### src/rtl/ptc_pkg.sv
// shared constants, types and the resistance table of the thermistor readout
// no dependencies; used by the top level and the checker through scoped names
`timescale 1ns / 1ps

package ptc_pkg;

  localparam int DATA_W      = 16;
  localparam int TEMP_W      = 8;
  localparam int STATUS_W    = 2;
  localparam int CFG_IDX_W   = 1;
  localparam int TABLE_LEN   = 16;
  localparam int TABLE_IDX_W = 4;
  localparam int RES_W       = 13;
  localparam int FRAC_W      = 8;
  localparam int R_W         = RES_W + FRAC_W;
  localparam int DIFF_W      = 16;
  localparam int PROD_W      = 2 * DATA_W;
  localparam int DIV_BPS     = 3;

  localparam int TABLE_ENTRIES_DEF = 16;
  localparam int STEP_DEGREES_DEF  = 10;

  localparam logic [DATA_W-1:0] SERIES_RESET    = 16'd3300;
  localparam logic [DATA_W-1:0] REF_RESET       = 16'd5100;
  localparam logic [TEMP_W-1:0] OVER_RANGE_CODE = 8'd111;

  typedef enum logic [STATUS_W-1:0] {
    STATUS_INTERP = 2'd0,
    STATUS_BELOW  = 2'd1,
    STATUS_OVER   = 2'd2
  } status_e;

  typedef enum logic [CFG_IDX_W-1:0] {
    CFG_SERIES = 1'b0,
    CFG_REF    = 1'b1
  } cfg_idx_e;

  // sensor resistance in ohms, 0 degC upwards in equal steps
  localparam logic [RES_W-1:0] RES_TABLE [TABLE_LEN] = '{
    13'd1630, 13'd1722, 13'd1922, 13'd2080, 13'd2245, 13'd2417, 13'd2597, 13'd2785,
    13'd2980, 13'd3182, 13'd3392, 13'd3607, 13'd3817, 13'd4008, 13'd4166, 13'd4280
  };

  // table entry scaled to the q8 resistance format
  function automatic logic [R_W-1:0] res_q8(input logic [TABLE_IDX_W-1:0] idx);
    res_q8 = {RES_TABLE[idx], {FRAC_W{1'b0}}};
  endfunction

endpackage

### src/rtl/ptc_div_pipe.sv
// pipelined restoring divider, BPS quotient bits per register stage
// depends on nothing but its parameters; instantiated twice by the top level
`timescale 1ns / 1ps

module ptc_div_pipe #(
  parameter int DEN_W  = 16,
  parameter int Q_W    = 21,
  parameter int SIDE_W = 2,
  parameter int BPS    = 3
) (
  input  logic              clk_i,
  input  logic              rst_ni,
  input  logic              en_i,
  input  logic              valid_i,
  input  logic [DEN_W-1:0]  hi_i,
  input  logic [Q_W-1:0]    lo_i,
  input  logic [DEN_W-1:0]  den_i,
  input  logic [SIDE_W-1:0] side_i,
  output logic              valid_o,
  output logic [Q_W-1:0]    quot_o,
  output logic [SIDE_W-1:0] side_o
);

  localparam int STAGES = (Q_W + BPS - 1) / BPS;

  logic [STAGES-1:0] vld_q;
  logic [STAGES-1:0] vld_in;
  logic [DEN_W-1:0]  rem_in  [STAGES];
  logic [DEN_W-1:0]  rem_d   [STAGES];
  logic [DEN_W-1:0]  rem_q   [STAGES];
  logic [DEN_W-1:0]  den_in  [STAGES];
  logic [DEN_W-1:0]  den_q   [STAGES];
  logic [Q_W-1:0]    lo_in   [STAGES];
  logic [Q_W-1:0]    lo_q    [STAGES];
  logic [Q_W-1:0]    quot_in [STAGES];
  logic [Q_W-1:0]    quot_d  [STAGES];
  logic [Q_W-1:0]    quot_q  [STAGES];
  logic [SIDE_W-1:0] side_in [STAGES];
  logic [SIDE_W-1:0] side_q  [STAGES];

  always_comb begin
    vld_in[0]  = valid_i;
    rem_in[0]  = hi_i;
    den_in[0]  = den_i;
    lo_in[0]   = lo_i;
    quot_in[0] = '0;
    side_in[0] = side_i;
    for (int s = 1; s < STAGES; s++) begin
      vld_in[s]  = vld_q[s-1];
      rem_in[s]  = rem_q[s-1];
      den_in[s]  = den_q[s-1];
      lo_in[s]   = lo_q[s-1];
      quot_in[s] = quot_q[s-1];
      side_in[s] = side_q[s-1];
    end
  end

  // compare and subtract steps of each stage
  always_comb begin
    logic [DEN_W:0]   trial;
    logic [DEN_W-1:0] r;
    logic [Q_W-1:0]   q;
    int               k;
    for (int s = 0; s < STAGES; s++) begin
      r = rem_in[s];
      q = quot_in[s];
      for (int b = 0; b < BPS; b++) begin
        k = Q_W - 1 - (s * BPS + b);
        if (k >= 0) begin
          trial = {r, lo_in[s][k]};
          if (trial >= {1'b0, den_in[s]}) begin
            trial = trial - {1'b0, den_in[s]};
            q[k]  = 1'b1;
          end
          r = trial[DEN_W-1:0];
        end
      end
      rem_d[s]  = r;
      quot_d[s] = q;
    end
  end

  always_ff @(posedge clk_i or negedge rst_ni) begin
    if (!rst_ni) begin
      vld_q <= '0;
    end else if (en_i) begin
      vld_q <= vld_in;
    end
  end

  always_ff @(posedge clk_i) begin
    if (en_i) begin
      for (int s = 0; s < STAGES; s++) begin
        rem_q[s]  <= rem_d[s];
        den_q[s]  <= den_in[s];
        lo_q[s]   <= lo_in[s];
        quot_q[s] <= quot_d[s];
        side_q[s] <= side_in[s];
      end
    end
  end

  assign valid_o = vld_q[STAGES-1];
  assign quot_o  = quot_q[STAGES-1];
  assign side_o  = side_q[STAGES-1];

endmodule

### src/rtl/ptc_adc_to_temperature.sv
// Thermistor divider readout: one millivolt sample in, one temperature out.
// The sensor resistance mv*series/(ref-mv) is formed in q8 fixed point by a
// pipelined restoring divider, placed in the resistance table and interpolated
// by a second, shorter divider; both take three quotient bits a stage. A sample
// is taken every cycle while the output is not stalled. A result waiting at
// the output stalls the whole pipeline without losing anything.
// Configuration writes take effect at once and belong between bursts.
// depends on ptc_pkg and ptc_div_pipe
`timescale 1ns / 1ps

module ptc_adc_to_temperature #(
  parameter int TABLE_ENTRIES = ptc_pkg::TABLE_ENTRIES_DEF,
  parameter int STEP_DEGREES  = ptc_pkg::STEP_DEGREES_DEF
) (
  input  logic                           clk_i,
  input  logic                           rst_ni,
  input  logic                           cfg_we_i,
  input  logic [ptc_pkg::CFG_IDX_W-1:0]  cfg_index_i,
  input  logic [ptc_pkg::DATA_W-1:0]     cfg_wdata_i,
  input  logic                           sample_valid_i,
  output logic                           sample_ready_o,
  input  logic [ptc_pkg::DATA_W-1:0]     sample_mv_i,
  output logic                           result_valid_o,
  input  logic                           result_ready_i,
  output logic [ptc_pkg::TEMP_W-1:0]     temperature_c_o,
  output logic [ptc_pkg::STATUS_W-1:0]   range_status_o
);

  localparam int N_EFF  = (TABLE_ENTRIES > ptc_pkg::TABLE_LEN) ? ptc_pkg::TABLE_LEN :
                          ((TABLE_ENTRIES < 2) ? 2 : TABLE_ENTRIES);
  localparam int IDX_W  = $clog2(N_EFF);
  localparam int QW     = $clog2(STEP_DEGREES + 1);
  localparam int NUM2_W = ptc_pkg::DIFF_W + QW;
  localparam int SUM_RAW = $clog2(N_EFF * STEP_DEGREES + 1);
  localparam int SUM_W  = (SUM_RAW > ptc_pkg::TEMP_W) ? SUM_RAW : ptc_pkg::TEMP_W;
  localparam int HI_LSB = ptc_pkg::R_W - ptc_pkg::FRAC_W;
  localparam int OVF_W  = ptc_pkg::PROD_W - HI_LSB;
  localparam int SIDE2_W = ptc_pkg::STATUS_W + SUM_W;

  logic advance;

  // configuration registers
  logic [ptc_pkg::DATA_W-1:0] series_q;
  logic [ptc_pkg::DATA_W-1:0] ref_q;

  always_ff @(posedge clk_i or negedge rst_ni) begin
    if (!rst_ni) begin
      series_q <= ptc_pkg::SERIES_RESET;
      ref_q    <= ptc_pkg::REF_RESET;
    end else if (cfg_we_i) begin
      case (ptc_pkg::cfg_idx_e'(cfg_index_i))
        ptc_pkg::CFG_SERIES: series_q <= cfg_wdata_i;
        ptc_pkg::CFG_REF:    ref_q    <= cfg_wdata_i;
        default: ;
      endcase
    end
  end

  assign advance        = !result_valid_o || result_ready_i;
  assign sample_ready_o = advance;

  // stage 1: product, divider denominator and range status
  logic                         s1_vld_q;
  logic [ptc_pkg::PROD_W-1:0]   s1_prod_q;
  logic [ptc_pkg::DATA_W-1:0]   s1_den_q;
  ptc_pkg::status_e             s1_st_q;
  ptc_pkg::status_e             s1_st_d;

  always_comb begin
    if (sample_mv_i > ref_q) begin
      s1_st_d = ptc_pkg::STATUS_BELOW;
    end else if (sample_mv_i == ref_q) begin
      s1_st_d = ptc_pkg::STATUS_OVER;
    end else begin
      s1_st_d = ptc_pkg::STATUS_INTERP;
    end
  end

  always_ff @(posedge clk_i or negedge rst_ni) begin
    if (!rst_ni) begin
      s1_vld_q <= 1'b0;
    end else if (advance) begin
      s1_vld_q <= sample_valid_i;
    end
  end

  always_ff @(posedge clk_i) begin
    if (advance) begin
      s1_prod_q <= ptc_pkg::PROD_W'(sample_mv_i) * ptc_pkg::PROD_W'(series_q);
      s1_den_q  <= ref_q - sample_mv_i;
      s1_st_q   <= s1_st_d;
    end
  end

  // stage 2: quotient overflow check and divider operands
  logic                       s2_vld_q;
  logic [ptc_pkg::DATA_W-1:0] s2_hi_q;
  logic [ptc_pkg::R_W-1:0]    s2_lo_q;
  logic [ptc_pkg::DATA_W-1:0] s2_den_q;
  ptc_pkg::status_e           s2_st_q;
  logic                       s2_ovf;

  assign s2_ovf = s1_prod_q[ptc_pkg::PROD_W-1:HI_LSB] >= OVF_W'(s1_den_q);

  always_ff @(posedge clk_i or negedge rst_ni) begin
    if (!rst_ni) begin
      s2_vld_q <= 1'b0;
    end else if (advance) begin
      s2_vld_q <= s1_vld_q;
    end
  end

  always_ff @(posedge clk_i) begin
    if (advance) begin
      s2_hi_q  <= s1_prod_q[HI_LSB +: ptc_pkg::DATA_W];
      s2_lo_q  <= {s1_prod_q[HI_LSB-1:0], {ptc_pkg::FRAC_W{1'b0}}};
      s2_den_q <= s1_den_q;
      if (s1_st_q == ptc_pkg::STATUS_INTERP && s2_ovf) begin
        s2_st_q <= ptc_pkg::STATUS_OVER;
      end else begin
        s2_st_q <= s1_st_q;
      end
    end
  end

  // resistance divider
  logic                         d1_vld;
  logic [ptc_pkg::R_W-1:0]      d1_r;
  logic [ptc_pkg::STATUS_W-1:0] d1_side;

  ptc_div_pipe #(
    .DEN_W  (ptc_pkg::DATA_W),
    .Q_W    (ptc_pkg::R_W),
    .SIDE_W (ptc_pkg::STATUS_W),
    .BPS    (ptc_pkg::DIV_BPS)
  ) u_div_res (
    .clk_i   (clk_i),
    .rst_ni  (rst_ni),
    .en_i    (advance),
    .valid_i (s2_vld_q),
    .hi_i    (s2_hi_q),
    .lo_i    (s2_lo_q),
    .den_i   (s2_den_q),
    .side_i  (s2_st_q),
    .valid_o (d1_vld),
    .quot_o  (d1_r),
    .side_o  (d1_side)
  );

  // stage 3: table segment search
  logic [N_EFF-1:0]           hit;
  logic [IDX_W-1:0]           seg_idx;
  logic [IDX_W-1:0]           seg_prev;
  logic [ptc_pkg::R_W-1:0]    seg_lo;
  logic [ptc_pkg::R_W-1:0]    seg_hi;
  ptc_pkg::status_e           s3_st_d;
  logic                       s3_vld_q;
  ptc_pkg::status_e           s3_st_q;
  logic [SUM_W-1:0]           s3_base_q;
  logic [ptc_pkg::DIFF_W-1:0] s3_diff_q;
  logic [ptc_pkg::DIFF_W-1:0] s3_dd_q;

  always_comb begin
    hit = '0;
    for (int i = 1; i < N_EFF; i++) begin
      hit[i] = ptc_pkg::res_q8(ptc_pkg::TABLE_IDX_W'(i)) >= d1_r;
    end
    seg_idx = '0;
    for (int i = N_EFF - 1; i >= 1; i--) begin
      if (hit[i]) begin
        seg_idx = IDX_W'(i);
      end
    end
    seg_prev = seg_idx - 1'b1;
    seg_lo   = ptc_pkg::res_q8(ptc_pkg::TABLE_IDX_W'(seg_prev));
    seg_hi   = ptc_pkg::res_q8(ptc_pkg::TABLE_IDX_W'(seg_idx));
    if (ptc_pkg::status_e'(d1_side) != ptc_pkg::STATUS_INTERP) begin
      s3_st_d = ptc_pkg::status_e'(d1_side);
    end else if (d1_r <= ptc_pkg::res_q8('0)) begin
      s3_st_d = ptc_pkg::STATUS_BELOW;
    end else if (!(|hit)) begin
      s3_st_d = ptc_pkg::STATUS_OVER;
    end else begin
      s3_st_d = ptc_pkg::STATUS_INTERP;
    end
  end

  always_ff @(posedge clk_i or negedge rst_ni) begin
    if (!rst_ni) begin
      s3_vld_q <= 1'b0;
    end else if (advance) begin
      s3_vld_q <= d1_vld;
    end
  end

  always_ff @(posedge clk_i) begin
    if (advance) begin
      s3_st_q   <= s3_st_d;
      s3_base_q <= SUM_W'(SUM_W'(seg_prev) * SUM_W'(STEP_DEGREES));
      s3_diff_q <= ptc_pkg::DIFF_W'(d1_r - seg_lo);
      s3_dd_q   <= ptc_pkg::DIFF_W'(seg_hi - seg_lo);
    end
  end

  // stage 4: scale the offset into the segment by the step
  logic                       s4_vld_q;
  ptc_pkg::status_e           s4_st_q;
  logic [SUM_W-1:0]           s4_base_q;
  logic [NUM2_W-1:0]          s4_num_q;
  logic [ptc_pkg::DIFF_W-1:0] s4_dd_q;

  always_ff @(posedge clk_i or negedge rst_ni) begin
    if (!rst_ni) begin
      s4_vld_q <= 1'b0;
    end else if (advance) begin
      s4_vld_q <= s3_vld_q;
    end
  end

  always_ff @(posedge clk_i) begin
    if (advance) begin
      s4_st_q   <= s3_st_q;
      s4_base_q <= s3_base_q;
      s4_num_q  <= NUM2_W'(NUM2_W'(s3_diff_q) * NUM2_W'(STEP_DEGREES));
      s4_dd_q   <= s3_dd_q;
    end
  end

  // interpolation divider
  logic               d2_vld;
  logic [QW-1:0]      d2_q;
  logic [SIDE2_W-1:0] d2_side;

  ptc_div_pipe #(
    .DEN_W  (ptc_pkg::DIFF_W),
    .Q_W    (QW),
    .SIDE_W (SIDE2_W),
    .BPS    (ptc_pkg::DIV_BPS)
  ) u_div_frac (
    .clk_i   (clk_i),
    .rst_ni  (rst_ni),
    .en_i    (advance),
    .valid_i (s4_vld_q),
    .hi_i    (s4_num_q[NUM2_W-1:QW]),
    .lo_i    (s4_num_q[QW-1:0]),
    .den_i   (s4_dd_q),
    .side_i  ({s4_st_q, s4_base_q}),
    .valid_o (d2_vld),
    .quot_o  (d2_q),
    .side_o  (d2_side)
  );

  // output register
  ptc_pkg::status_e            d2_st;
  logic [SUM_W-1:0]            d2_sum;
  logic [ptc_pkg::TEMP_W-1:0]  temp_d;
  logic                        out_vld_q;
  logic [ptc_pkg::TEMP_W-1:0]  temp_q;
  ptc_pkg::status_e            status_q;

  assign d2_st  = ptc_pkg::status_e'(d2_side[SIDE2_W-1:SUM_W]);
  assign d2_sum = d2_side[SUM_W-1:0] + SUM_W'(d2_q);

  always_comb begin
    case (d2_st)
      ptc_pkg::STATUS_BELOW: temp_d = '0;
      ptc_pkg::STATUS_OVER:  temp_d = ptc_pkg::OVER_RANGE_CODE;
      default:               temp_d = d2_sum[ptc_pkg::TEMP_W-1:0];
    endcase
  end

  always_ff @(posedge clk_i or negedge rst_ni) begin
    if (!rst_ni) begin
      out_vld_q <= 1'b0;
    end else if (advance) begin
      out_vld_q <= d2_vld;
    end
  end

  always_ff @(posedge clk_i) begin
    if (advance) begin
      temp_q   <= temp_d;
      status_q <= d2_st;
    end
  end

  assign result_valid_o  = out_vld_q;
  assign temperature_c_o = temp_q;
  assign range_status_o  = status_q;

endmodule

### config.mk
export PLATFORM = sky130hd
export DESIGN_NAME = ptc_adc_to_temperature
export DESIGN_NICKNAME = d
export VERILOG_FILES = /design/src/rtl/ptc_pkg.sv /design/src/rtl/ptc_div_pipe.sv /design/src/rtl/ptc_adc_to_temperature.sv
export SDC_FILE = /design/constraint.sdc
export NUM_CORES = 2
export LEC_CHECK = 0
export ABC_AREA = 1
export BUFFER_PORTS_ARGS = -buffer_cell sky130_fd_sc_hd__buf_2
export CORE_AREA = 2 2 436 330
export CTS_CLUSTER_DIAMETER = 80
export DETAILED_ROUTE_END_ITERATION = 7
export DIE_AREA = 0 0 438 332
export PLACE_DENSITY = 0.53
export SYNTH_ARGS = -nofsm -noshare
export SYNTH_HDL_FRONTEND = slang
export SYNTH_SLANG_ARGS = --single-unit
### constraint.sdc
create_clock -name clk_i -period 18.6 [get_ports clk_i]
set_input_delay 0.93 -clock clk_i [delete_from_list [all_inputs] [get_ports clk_i]]
set_output_delay 0.93 -clock clk_i [all_outputs]
set_load 0.005 [all_outputs]
After elaboration in Yosys (flattened, before gate mapping). Memory sizes are Yosys's and may differ from the RTL's. Index checks and enable logic that the tools add are counted.

Output and inout bits: 12. ROM bits: 416. Bits in registers: 238. Memories kept: 12. Word-level logic and storage cells: 206. Memory bits (writable): 632. Bits of input ports: 38.

Equal/unequal tests: 3. Reductions and logical operators: 8. Bitwise gates (word level): 3. Add/subtract/negate cells: 30. $lt $le $gt $ge: 45. $mul: 3. Multiplexer cells: 76.

Memory list: (name not given) (words 16, bits a word 13, rd ports 1, clocked after memory_dff 0, write ports 0, RTL line ptc_pkg.sv:46) `res_q8 = {RES_TABLE[idx], {FRAC_W{1'b0}}};`; (name not given) (words 16, bits a word 13, rd ports 1, clocked after memory_dff 0, write ports 0, RTL line ptc_pkg.sv:46); u_div_res.lo_q (words 7, bits a word 21, rd ports 6, clocked after memory_dff 0, write ports 7, RTL line ptc_div_pipe.sv:34) `logic [Q_W-1:0] lo_q [STAGES];`; u_div_res.quot_q (words 7, bits a word 21, rd ports 7, clocked after memory_dff 0, write ports 7, RTL line ptc_div_pipe.sv:37) `logic [Q_W-1:0] quot_q [STAGES];`; u_div_res.den_q (words 7, bits a word 16, rd ports 6, clocked after memory_dff 0, write ports 7, RTL line ptc_div_pipe.sv:32) `logic [DEN_W-1:0] den_q [STAGES];`; u_div_res.rem_q (words 7, bits a word 16, rd ports 6, clocked after memory_dff 0, write ports 7, RTL line ptc_div_pipe.sv:30) `logic [DEN_W-1:0] rem_q [STAGES];`; 6 more memories.

Operator list (number): subtractor 16 bit (28); greater-or-equal comparator 17 x 16 -> 1 bit (25); 2-to-1 mux 16 bit (25); greater-or-equal comparator 20 x 21 -> 1 bit (first input constant) (11); 2-to-1 mux 4 bit (15); greater-or-equal comparator 19 x 21 -> 1 bit (first input constant) (2); greater-or-equal comparator 21 bit (first input constant) (2); multiplier 16 x 16 -> 32 bit (1); 2-to-1 mux 8 bit (4); 2-to-1 mux 1 bit (27); less-or-equal comparator 21 x 19 -> 1 bit (second input constant) (1); greater-or-equal comparator 19 x 16 -> 1 bit (1); multiplier 16 x 3 -> 19 bit (second input constant) (1); equality test 16 bit (1); greater-than comparator 16 bit (1); one-hot mux 8 bit (2 select lines) (1); OR reduction 15 bit (1); greater-or-equal comparator 5 bit (second input constant) (2); inverter 4 -> 5 bit (2); adder 8 x 4 -> 8 bit (1); 2-to-1 mux 2 bit (4); multiplier 4 x 3 -> 7 bit (second input constant) (1); AND reduction 2 bit (2); subtractor 4 x 1 -> 4 bit (second input constant) (1); other kinds (8) (8).

Longest topological paths before layout. An unclocked memory read counts as a cell.

Word-level depth: 23. Mapped depth: 51. Gate-level depth less buffers: 48.

Cells and area by module. Synthesis repeated with hierarchy kept, for this count alone.

Cell total of the unflattened synthesis: 7148. Area, all modules: 57279.9 sq um.

By module, submodules not included: ptc_div_pipe at u_div_res (cells an instance 4302, area each 32250.9 sq um, times used 1); ptc_adc_to_temperature (cells an instance 2095, area each 19304.8 sq um, times used 1); ptc_div_pipe at u_div_frac (cells an instance 751, area each 5724.2 sq um, times used 1).

Worst setup path before layout. Ideal clock, no wire load.

Kind: input-to-reg. Start point: in result_ready_i. End point: reg s3_vld_q. Data arrival time: 16.364 ns. Library setup time: 0.733 ns. Slack: 1.504 ns. Buffers on the path: 1. Cell stages on the path: 4. Cell sequence: inv_1 > nand2_1 > clkbuf_1 > a21oi_1.

Word-level cells in the longest chain between the ends: 1.

Ends and longest elaborated chain: start: declaration (RTL line ptc_adc_to_temperature.sv:24) `input logic result_ready_i,`; logical OR 1 bit (RTL line ptc_adc_to_temperature.sv:59) `assign advance = !result_valid_o || result_ready_i;`; net sample_ready_o (RTL line ptc_adc_to_temperature.sv:21) `output logic sample_ready_o,`; end signal: assignment (RTL line ptc_adc_to_temperature.sv:192) `s3_vld_q <= d1_vld;`; end: declaration (RTL line ptc_adc_to_temperature.sv:157) `logic s3_vld_q;`.

The timed path passes the listed nets, and every way through them passes these cells. A chain may end at the register's enable or synchronous reset.

==> metrics.txt <==
ratio of cells with drive above 1 in the final layout 5.34%; Synth Flop Type edfxtp_1; Critical Path Fanout Max 33; syn nets 6388; 1st-iter DRT viols 3248; CP endpoint kind register; min Tclk post-route 9.64 ns; Async S/R FF share, synth 7.89%; Vias/cell 4.92; Fin. Hold Viols 0; Total Routing Usage GR 17.0%; area of the core 0.141 mm²; Crit path max-delay family compound AO/OA/AOI/OAI gates; Total Nets Final 6383; mapped cell area 0.0491 mm²; cell count after synthesis 5574; clk sinks 583; CP Class reg2reg; final setup TNS 0 ns; most frequent cells in the layout nand2_1, inv_1, ha_1, edfxtp_1, a21oi_1; Layout area overhead 8.68%; total wire length 125000 µm; GPL Wtd Cong 0.908; DR pass1 iterations 6; critical path arrival 10.04 ns; Worst EP required 19.00 ns; Resize count post-CTS 0; largest net degree at the start of global routing 168; Ports 50; routed len/inst 16.6 µm; Post-DRT Antenna Nets 0; Worst-Margin Slew 0.979 ns; Setup-failing EPs final 0; slowest stage cell on the critical path a211oi_2; number of fill cells 14400; postcts setup bufs 0; worst clock skew 0.0256 ns; RSZ-0062 raised after global routing false; Row Count 120; syn avg cell area 8.80 µm²; commonest non-fill, non-tap cell in the layout nand2_1; DR DRC count 0; Die Y 332 µm; max incr delay on CP 0.75 ns; Antenna diodes 0; DIE WIDTH 438 µm; number of distinct library cells after synthesis 71; H-tree Lvls 3; CTS root buf clkbuf_16; Die ar. 0.145 mm²; clock-pin slew on the worst setup and hold paths 0.06 ns; Post-synth EDFFs 537; Max Root-Sink Buffers 3; Max Cap Viol 0; vias 37000; global route total overflow 0; Tcrit/Tclk final 51.9%; CTS tree done; fin util 37.7%; Slew Viols, Final 0; Inserted Clock Buffers 67; fmax 104 MHz; most frequent CP cell nand2_1; outcome complete, no violations; HP Class in2async; warnings from Yosys 0; first-pass GRT wire length 197000 µm; post-DP HPWL 99200 µm; IO buf count 49; Critical Path Source Type register; Buf+Inv Stages, Crit Path 1; hold bufs inserted after CTS 0; clock latency on the worst-skew pair 0.65 ns; vias in the first global route 34700; sequential area share after synthesis 35.3%; antenna violations before repair 2; relative slew slack 34.7%; Initial Util 34.7%; register bit count reported by yosys 583
==> cell families after synthesis <==
family | share of synthesized area (%)
AOI/OAI and AO/OA | 11.4
xor gates and xnor gates | 6.30
adders and majority gates | 23.1
buffers and inverters | 7.72
DFF | 35.3
muxes | 0.0918
and+or+nand+nor | 16.1
==> synthesized netlist by cell type (7+ instances only) <==
| library cell | n | area (µm²) |
|---|---|---|
| o211ai_1 | 9 | 67.6 |
| inv_2 | 12 | 45.0 |
| nand4_1 | 52 | 325 |
| a21o_1 | 15 | 113 |
| dfrtp_1 | 32 | 801 |
| o21ai_1 | 70 | 350 |
| o21ai_0 | 262 | 1310 |
| edfxtp_1 | 537 | 16100 |
| a21boi_2 | 7 | 78.8 |
| fa_1 | 219 | 4380 |
| inv_1 | 816 | 3060 |
| xor2_1 | 214 | 1870 |
| xnor2_1 | 139 | 1220 |
| clkbuf_1 | 79 | 297 |
| nor3_1 | 35 | 175 |
| or2_2 | 11 | 68.8 |
| a21oi_2 | 13 | 114 |
| a21boi_1 | 9 | 67.6 |
| nor2_1 | 275 | 1030 |
| buf_2 | 37 | 185 |
| buf_6 | 10 | 113 |
| a211oi_1 | 9 | 67.6 |
| nand2_1 | 1204 | 4520 |
| o21ai_2 | 20 | 175 |
| a31oi_1 | 22 | 138 |
| dfstp_2 | 14 | 368 |
| nor4_1 | 16 | 100 |
| nand3_1 | 246 | 1230 |
| ha_1 | 557 | 6970 |
| nand2_2 | 23 | 144 |
| a21oi_1 | 477 | 2390 |
| o21a_1 | 8 | 60.1 |
| o21bai_1 | 24 | 180 |
==> layout make-up <==
class	instances	area (µm²)	share of cell area, %
Multi-Input combinational cell	4024	28000	52.5
Sequential cell	583	17300	32.4
Inverter	829	3110	5.84
Tap cell	1891	2370	4.44
Clock buffer	81	1730	3.24
Clock inverter	37	460	0.864
Timing Repair Buffer	64	370	0.695
==> state kept, by name, summed over array words and instances (netlist names), 18 cells and up <==
| name | cells |
|---|---|
| s1_prod_q | 32 |
| s4_num_q | 19 |
| u_div_frac.side_q | 18 |
| u_div_res.den_q | 96 |
| u_div_res.lo_q | 22 |
| u_div_res.quot_q | 84 |
| u_div_res.rem_q | 96 |
==> per-stage QoR <==
stage | hold slack [ns] | setup WS [ns] | std cells | cell area (µm²)
final | 0.374 | 8.96 | 7509 | 53300
after detailed placement | 0.405 | 9.06 | 7391 | 51100
after CTS | 0.346 | 9.04 | 7509 | 53300
after floorplan | 0.400 | 1.50 | 5574 | 49100
after global placement | 0.401 | 9.38 | 7391 | 51100
after global routing | 0.406 | 7.91 | 7509 | 53300
==> metal layers <==
metal  wire length, µm  up-vias  global-route usage [%]  share of wire, %
li1                  -    18600                       -                 -
met2             48300      863                    23.3                39
met5                 0        -                       0                 0
met1             67700    17400                    27.8                54
met4              1870        0                    3.07               1.5
met3              6930      124                    2.53               5.5
==> worst paths after layout <==
path	to	depth (start not counted)	slack [ns]	from
worst min-delay path	u_div_res.vld_q[4]	2	0.37	rst_ni
worst min register to register	u_div_frac.side_q[0][18]	0	0.40	u_div_frac.side_q[0][8]
min in group clk_i	u_div_frac.side_q[0][18]	0	0.40	u_div_frac.side_q[0][8]
worst max register to register	u_div_res.rem_q[0][14]	42	8.96	s2_den_q[1]
worst max-delay path	u_div_res.rem_q[0][14]	42	8.96	s2_den_q[1]
max in group asynchronous	series_q[13]	2	17.81	rst_ni
==> worst register-to-register path: cells and delay by family, from the launching register on <==
kind                     cells  cell delay [ns]
AO/OA/AOI/OAI               18             4.50
adder cells (fa/ha/maj)      3             1.00
flip-flops                   1             0.43
buffers and inverters        1             0.24
AND/OR/NAND/NOR             20             3.24
Power is not shown: default switching activity piles up to over one toggle a cycle in this logic, so the estimate is an artifact.
